<file path="config.mk">
export PLATFORM = sky130hd
export DESIGN_NAME = serial_frame_receiver_xor_check_core
export DESIGN_NICKNAME = d
export VERILOG_FILES = /design/src/rtl/sfr_pkg.sv /design/src/rtl/sfr_payload_ram.sv /design/src/rtl/serial_frame_receiver_xor_check_core.sv
export SDC_FILE = /design/constraint.sdc
export NUM_CORES = 1
export LEC_CHECK = 0
export ABC_AREA = 1
export BUFFER_PORTS_ARGS = -buffer_cell sky130_fd_sc_hd__buf_2
export CORE_MARGIN = 8
export CORE_UTILIZATION = 56
export CTS_CLUSTER_DIAMETER = 100
export CTS_CLUSTER_SIZE = 25
export DETAILED_ROUTE_END_ITERATION = 16
export HOLD_SLACK_MARGIN = 0.08
export PLACE_DENSITY_LB_ADDON = 0.3
export SLEW_MARGIN = 10
export SYNTH_ARGS = -nofsm -noshare
export SYNTH_HDL_FRONTEND = slang
export SYNTH_SLANG_ARGS = --single-unit
</file>
<file path="constraint.sdc">
create_clock -name clk -period 2.76 [get_ports clk]
set_clock_uncertainty 0.05 [all_clocks]
set_input_delay 0.414 -clock clk [delete_from_list [all_inputs] [get_ports clk]]
set_output_delay 0.414 -clock clk [all_outputs]
set_load 0.01 [all_outputs]
</file>
<file path="src/rtl/sfr_pkg.sv">
package sfr_pkg;

  localparam int CFG_IDX_W = 1;
  localparam int CFG_DATA_W = 16;

  localparam logic [CFG_IDX_W-1:0] CFG_PREAMBLE = 1'b0;
  localparam logic [CFG_IDX_W-1:0] CFG_TIMEOUT  = 1'b1;

  localparam logic [7:0]  PREAMBLE_RESET = 8'd170;
  localparam logic [15:0] TIMEOUT_RESET  = 16'd100;

  localparam logic REQ_BYTE = 1'b0;
  localparam logic REQ_TICK = 1'b1;

  localparam logic [1:0] ST_OK       = 2'd0;
  localparam logic [1:0] ST_CHECKSUM = 2'd1;
  localparam logic [1:0] ST_LENGTH   = 2'd2;
  localparam logic [1:0] ST_TIMEOUT  = 2'd3;

  typedef struct packed {
    logic       req_type;
    logic [7:0] rx_byte;
  } in_t;

  typedef struct packed {
    logic [1:0] status;
    logic [7:0] source_id;
    logic [7:0] dest_id;
    logic [7:0] op_code;
    logic [7:0] frame_length;
    logic [7:0] payload_byte;
    logic       payload_valid;
    logic       last;
  } out_t;

  typedef struct packed {
    logic [7:0] src;
    logic [7:0] dst;
    logic [7:0] op;
    logic [7:0] len;
  } hdr_t;

endpackage

</file>
<file path="src/rtl/sfr_payload_ram.sv">
module sfr_payload_ram #(
  parameter int DEPTH  = 32,
  parameter int ADDR_W = 5
) (
  input  logic              clk,
  input  logic              wr_en,
  input  logic [ADDR_W-1:0] wr_addr,
  input  logic [7:0]        wr_data,
  input  logic              rd_en,
  input  logic [ADDR_W-1:0] rd_addr,
  output logic [7:0]        rd_data
);

  logic [7:0] mem [DEPTH];

  always_ff @(posedge clk) begin
    if (wr_en) begin
      mem[wr_addr] <= wr_data;
    end
  end

  // hold read data until the next read
  always_ff @(posedge clk) begin
    if (rd_en) begin
      rd_data <= mem[rd_addr];
    end
  end

endmodule

</file>
<file path="src/rtl/serial_frame_receiver_xor_check_core.sv">
// Results: an error or zero-length result is loaded into the output register at the accepting
//   edge; a good frame's payload results pass through S_RD (memory read) and S_PUT (output load).
// Throughput: one item per cycle while a frame is received and the output is not stalled; each
//   payload byte of a good frame is read from the payload memory in S_RD and loaded into the
//   output register in S_PUT, and the input is stalled until the last payload byte is out.
// Reset (rst, synchronous): hunt for preamble, output empty, registers to their defaults.
module serial_frame_receiver_xor_check_core #(
  parameter int PAYLOAD_DEPTH = 32
) (
  input  logic                               clk,
  input  logic                               rst,
  input  logic                               in_valid,
  output logic                               in_stall,
  input  sfr_pkg::in_t                       in_data,
  output logic                               out_valid,
  input  logic                               out_stall,
  output sfr_pkg::out_t                      out_data,
  input  logic                               cfg_valid,
  output logic                               cfg_ready,
  input  logic [sfr_pkg::CFG_IDX_W-1:0]      cfg_index,
  input  logic [sfr_pkg::CFG_DATA_W-1:0]     cfg_data
);
  import sfr_pkg::*;

  localparam int IDX_W  = $clog2(PAYLOAD_DEPTH + 1);
  localparam int ADDR_W = (PAYLOAD_DEPTH > 1) ? $clog2(PAYLOAD_DEPTH) : 1;
  localparam logic [7:0] DEPTH_B = 8'(PAYLOAD_DEPTH);

  typedef enum logic [3:0] {
    S_HUNT, S_SRC, S_DST, S_OP, S_LEN, S_DATA, S_CHECK, S_RD, S_PUT
  } state_t;

  state_t      state;
  hdr_t        hdr;
  logic [7:0]  run_xor;
  logic [15:0] idle_ticks;
  logic [IDX_W-1:0] byte_index;
  logic [7:0]  preamble;
  logic [15:0] timeout;

  logic             in_fire;
  logic             is_tick;
  logic [7:0]       b;
  logic             out_free;
  logic             dumping;
  logic [15:0]      idle_inc;
  logic [IDX_W-1:0] idx_inc;
  logic             ram_wr;
  logic             ram_rd;
  logic [7:0]       ram_rdata;
  logic             res_load;
  out_t             res;

  assign cfg_ready = 1'b1;
  assign dumping   = (state == S_RD) || (state == S_PUT);
  assign out_free  = !out_valid || !out_stall;
  assign in_stall  = dumping || (out_valid && out_stall);
  assign in_fire   = in_valid && !in_stall;
  assign is_tick   = (in_data.req_type == REQ_TICK);
  assign b         = in_data.rx_byte;
  assign idle_inc  = (idle_ticks == 16'hFFFF) ? idle_ticks : idle_ticks + 16'd1;
  assign idx_inc   = byte_index + IDX_W'(1);
  assign ram_wr    = in_fire && !is_tick && (state == S_DATA);
  assign ram_rd    = (state == S_RD);

  // output result: header as held (a bad length as received), no payload unless dumping
  always_comb begin
    res_load          = 1'b0;
    res.status        = ST_OK;
    res.source_id     = hdr.src;
    res.dest_id       = hdr.dst;
    res.op_code       = hdr.op;
    res.frame_length  = hdr.len;
    res.payload_byte  = 8'd0;
    res.payload_valid = 1'b0;
    res.last          = 1'b1;
    if (in_fire && is_tick) begin
      if (state != S_HUNT && idle_inc > timeout) begin
        res_load   = 1'b1;
        res.status = ST_TIMEOUT;
      end
    end else if (in_fire) begin
      case (state)
        S_LEN: begin
          if (b > DEPTH_B) begin
            res_load         = 1'b1;
            res.status       = ST_LENGTH;
            res.frame_length = b;
          end
        end
        S_CHECK: begin
          if (b != run_xor) begin
            res_load   = 1'b1;
            res.status = ST_CHECKSUM;
          end else if (hdr.len == 8'd0) begin
            res_load = 1'b1;
          end
        end
        default: ;
      endcase
    end else if (state == S_PUT && out_free) begin
      res_load          = 1'b1;
      res.payload_byte  = ram_rdata;
      res.payload_valid = 1'b1;
      res.last          = (8'(idx_inc) == hdr.len);
    end
  end

  // no write/read overlap: reads happen only after the checksum, input stalled meanwhile
  sfr_payload_ram #(
    .DEPTH  (PAYLOAD_DEPTH),
    .ADDR_W (ADDR_W)
  ) u_ram (
    .clk     (clk),
    .wr_en   (ram_wr),
    .wr_addr (byte_index[ADDR_W-1:0]),
    .wr_data (b),
    .rd_en   (ram_rd),
    .rd_addr (byte_index[ADDR_W-1:0]),
    .rd_data (ram_rdata)
  );

  always_ff @(posedge clk) begin
    if (rst) begin
      state      <= S_HUNT;
      out_valid  <= 1'b0;
      out_data   <= '0;
      hdr        <= '0;
      run_xor    <= 8'd0;
      idle_ticks <= 16'd0;
      byte_index <= '0;
      preamble   <= PREAMBLE_RESET;
      timeout    <= TIMEOUT_RESET;
    end else begin
      if (cfg_valid && cfg_ready) begin
        case (cfg_index)
          CFG_PREAMBLE: preamble <= cfg_data[7:0];
          CFG_TIMEOUT:  timeout  <= cfg_data;
          default: ;
        endcase
      end

      if (res_load) begin
        out_valid <= 1'b1;
        out_data  <= res;
      end else if (out_valid && !out_stall) begin
        out_valid <= 1'b0;
      end

      if (in_fire && is_tick) begin
        // ticks only count in mid-frame
        if (state != S_HUNT) begin
          if (idle_inc > timeout) begin
            state      <= S_HUNT;
            hdr        <= '0;
            run_xor    <= 8'd0;
            idle_ticks <= 16'd0;
            byte_index <= '0;
          end else begin
            idle_ticks <= idle_inc;
          end
        end
      end else if (in_fire) begin
        idle_ticks <= 16'd0;
        case (state)
          S_HUNT: begin
            if (b == preamble) begin
              hdr        <= '0;
              byte_index <= '0;
              run_xor    <= b;
              state      <= S_SRC;
            end
          end
          S_SRC: begin
            hdr.src <= b;
            run_xor <= run_xor ^ b;
            state   <= S_DST;
          end
          S_DST: begin
            hdr.dst <= b;
            run_xor <= run_xor ^ b;
            state   <= S_OP;
          end
          S_OP: begin
            hdr.op  <= b;
            run_xor <= run_xor ^ b;
            state   <= S_LEN;
          end
          S_LEN: begin
            byte_index <= '0;
            if (b > DEPTH_B) begin
              state   <= S_HUNT;
              hdr     <= '0;
              run_xor <= 8'd0;
            end else begin
              hdr.len <= b;
              run_xor <= run_xor ^ b;
              state   <= (b == 8'd0) ? S_CHECK : S_DATA;
            end
          end
          S_DATA: begin
            run_xor    <= run_xor ^ b;
            byte_index <= idx_inc;
            if (8'(idx_inc) >= hdr.len) begin
              state <= S_CHECK;
            end
          end
          S_CHECK: begin
            byte_index <= '0;
            if (b != run_xor || hdr.len == 8'd0) begin
              state   <= S_HUNT;
              hdr     <= '0;
              run_xor <= 8'd0;
            end else begin
              state <= S_RD;
            end
          end
          default: begin
            state      <= S_HUNT;
            hdr        <= '0;
            run_xor    <= 8'd0;
            byte_index <= '0;
          end
        endcase
      end else begin
        case (state)
          S_RD: state <= S_PUT;
          S_PUT: begin
            if (out_free) begin
              if (8'(idx_inc) == hdr.len) begin
                state      <= S_HUNT;
                hdr        <= '0;
                run_xor    <= 8'd0;
                byte_index <= '0;
              end else begin
                byte_index <= idx_inc;
                state      <= S_RD;
              end
            end
          end
          default: ;
        endcase
      end
    end
  end

  a_no_payload_is_last: assert property (@(posedge clk) disable iff (rst)
    out_valid && !out_data.payload_valid |-> out_data.last)
    else $error("result without payload not marked last");

  a_error_no_payload: assert property (@(posedge clk) disable iff (rst)
    out_valid && out_data.status != ST_OK |-> !out_data.payload_valid)
    else $error("error result carries payload");

  a_index_in_range: assert property (@(posedge clk) disable iff (rst)
    byte_index <= IDX_W'(PAYLOAD_DEPTH))
    else $error("payload index beyond memory depth");

  a_dump_reads_valid: assert property (@(posedge clk) disable iff (rst)
    state == S_PUT |-> 8'(byte_index) < hdr.len)
    else $error("payload read beyond frame length");

endmodule

</file>
==> flow_metrics.tcl <==
set metrics [dict create \
    grt_max_degree 132 \
    ys_seq_elements 399 \
    status "finished, violations left" \
    r2r_cells 18 \
    die_x_um 193 \
    worstPathMaxFanout 7 \
    setup_tns_ps -35130 \
    async_reset_ff_share_pct 0 \
    path_clk_slew_ps 100 \
    synth_top_family_by_area "simple AND/OR/NAND/NOR gates" \
    track_usage_pct 23.8 \
    hpwl_um 28100 \
    setup_viol 111 \
    hold_viol 0 \
    ys.warnings.count 0 \
    peakVddDrop_mv 0.709 \
    setup_ws_ps -413 \
    place_congestion 0.910 \
    cts_sinks 399 \
    final_antenna_net_count 0 \
    cp_data_required_time_ps 3150 \
    cts_buffers 20 \
    avgSynthCellArea_um2 9.30 \
    grt_pass1_vias 13400 \
    syn_nets 1949 \
    synth_xor_area_share_pct 0.996 \
    crit_slowest_cell "dfxtp_4" \
    holdWs_ps 101 \
    wirelength_um 44500 \
    area_delta_synth_final_pct 17.1 \
    period_share_pct 115 \
    powerDensity_mw_per_mm2 590 \
    crit_path_start_kind "flop" \
    power_mw 12.2 \
    min_period_ps 3170 \
    synth_edf_count 264 \
    relSlewSlack_pct 31.0 \
    drive_above_1_share_pct 18.1 \
    initial_utilization_pct 56.3 \
    clkLatencyLatePin_ps 550 \
    netlist-cell-type-count 43 \
    grt_pass1_wl_um 69900 \
    vias_per_cell 5.58 \
    rsz0062_at_grt "true" \
    fin_cells 2478 \
    worst_path_largest_cell_delay_ps 380 \
    port_buffers 76 \
    vias 13800 \
    min_to "preamble[4]$_SDFFE_PP0P_" \
    seq_area_frac_synth_pct 60.5 \
    wl_per_cell_um 18.0 \
    violations "setup timing" \
    p_leak_nw 8.19 \
    rr_endpoint "out_data[16]$_SDFFE_PP0P_" \
    slew_viol_final 0 \
    cpMostUsedCell "nand3_4" \
    drc 0 \
    hold_start "cfg_data[4]" \
    antennaDiodeCount 0 \
    r2r-start "idle_ticks[1]$_SDFFE_PP0P_" \
    nNetsFinal 2121 \
    whs_path_depth 3 \
    final_common_cell "nor2_1" \
    muxShareOfSynthArea_pct 0 \
    max_freq_mhz 315 \
    crit_type "reg -> reg" \
    drt_iter0_markers 1149 \
    antenna_found_initial 1 \
    max-cap-violations 0 \
    tightestPinTransition_ps 1040 \
    netlist_area_mm2 0.0176 \
    core_mm2 0.0312 \
    die_area_mm2 0.0373 \
    grt-ovfl-total 0 \
    synth_cells 1891 \
    synth_compound_area_share_pct 10.7 \
    place_inst 2410 \
    boundaryPins 78 \
    final_cell_mix "362 x nor2_1, 336 x nand2_1, 264 x edfxtp_1" \
    cp.arrival_ps 3560 \
    path_cells "nand3_4 -> nor3_4 -> nand3_2 -> buf_4 -> nor2_2 -> xor2_1 -> nand2_1 -> ha_4 -> nand2_2 -> nor3_2 -> buf_4 -> nand3_4 -> nand4_1 -> nand3_4 -> buf_12 -> buf_16 -> o21ai_1 -> nor2_1" \
    synthSimpleGateAreaFrac_pct 20.3 \
    drt_pass1_iterations 5 \
    cts_tree "done" \
    synthAdderAreaFrac_pct 1.92 \
    ctsHtreeMaxLevel 1 \
    hold_path_class "in -> reg" \
    synthFlopType "edfxtp_1" \
    clockBufferDepth 3 \
    rows 65 \
    die_y_um 193 \
    cp-end-kind "flop" \
    rrSetupSlack_ps -410 \
    cts_root_buffer "clkbuf_16" \
]
## layer usage
metal  up-vias  track usage, %  part of all wire (%)
met3       112            3.65                   7.0
met4         2            9.29                   3.1
li1       6735               -                     -
met1      6472            30.4                    41
met5         -               0                 0.029
met2       494            40.5                    48
## final cells by class
class	count	area (µm²)
Inverter	149	561
Multi-Input combinational cell	1253	6430
Fill cell	2447	10600
Sequential cell	399	10600
Clock inverter	3	33.8
Timing Repair Buffer	240	1860
Tap cell	402	503
Clock buffer	32	567
## report_power, final
part / switching (mW) / total, mW / internal [mW]
sequential: 0.105 / 6.63 / 6.52
clock: 1.88 / 3.33 / 1.45
combinational: 1.42 / 2.20 / 0.780
## worst max-delay path: cells and delay by family (launching register included)
kind | cells | cell delay (ps)
AND/OR/NAND/NOR | 11 | 1430
buffers and inverters | 4 | 640
flip-flops | 1 | 380
adder cells (fa/ha/maj) | 1 | 290
XOR/XNOR | 1 | 140
AO/OA/AOI/OAI | 1 | 140
## timing repair
item                                    4_1_cts  5_1_grt
gates cloned                                  7        0
endpoints found under the setup margin      111      111
hold buffers                                  7        0
pin swaps                                    36       17
endpoints found under the hold margin        10        0
setup buffers                                17        3
gates resized for setup                      92       27
## state kept, by name, indices dropped and copies added, names as in the netlist
register       count
u_ram.mem        256
out_data          44
hdr               32
idle_ticks        16
timeout           16
preamble           8
run_xor            8
u_ram.rd_data      8
byte_index         6
state              4
out_valid          1
## logic make-up after synthesis
family / after synthesis
AO/OA/AOI/OAI: 339
XOR/XNOR: 20
adder cells (fa/ha/maj): 27
buffers and inverters: 241
flip-flops: 399
other: 1
AND/OR/NAND/NOR: 864
## stage by stage
stage               cell area, µm²  setup WS (ps)  utilization [%]
global route                 20600           -617             65.9
detailed placement           19200           -645             61.3
CTS                          20500           -410             65.6
finish                       20600           -413             65.9
global placement             19200           -502             61.3
floorplan                    17600          -53.7                -
## synthesized netlist by cell type (2+ instances only)
master    count  area, µm²
nor2_1      374       1400
nand2_1     363       1360
edfxtp_1    264       7930
o21ai_0     173        866
inv_1       142        533
dfxtp_1     135       2700
o22ai_1      71        444
a21oi_1      67        335
clkbuf_1     58        218
nand4_1      53        332
nand3_1      35        175
ha_1         27        338
buf_2        21        105
nor3_1       12       60.1
xnor2_1      11       96.3
nor2_2        9       56.3
xor2_1        9       78.8
a221oi_1      8       70.1
a22o_1        8       70.1
inv_2         6       22.5
nand3_2       6       60.1
buf_4         5       37.5
buf_1         4       15.0
buf_6         4       45.0
nand2_2       4       25.0
o211ai_1      3       22.5
nor2_4        2       22.5
o21ai_1       2       10.0
## worst max-delay path by stage
stage / start / endpoint / slack (ps)
after floorplan: idle_ticks[8]$_SDFFE_PP0P_ / out_data[0]$_SDFFE_PP0P_ / -50
after global placement: idle_ticks[1]$_SDFFE_PP0P_ / hdr[10]$_SDFFE_PP0P_ / -500
after detailed placement: idle_ticks[1]$_SDFFE_PP0P_ / hdr[14]$_SDFFE_PP0P_ / -640
after CTS: idle_ticks[1]$_SDFFE_PP0P_ / out_data[16]$_SDFFE_PP0P_ / -410
after global routing: idle_ticks[0]$_SDFFE_PP0P_ / hdr[23]$_SDFFE_PP0P_ / -620
final: idle_ticks[1]$_SDFFE_PP0P_ / out_data[16]$_SDFFE_PP0P_ / -410
Note: power is estimated with default switching activity, not from simulation.
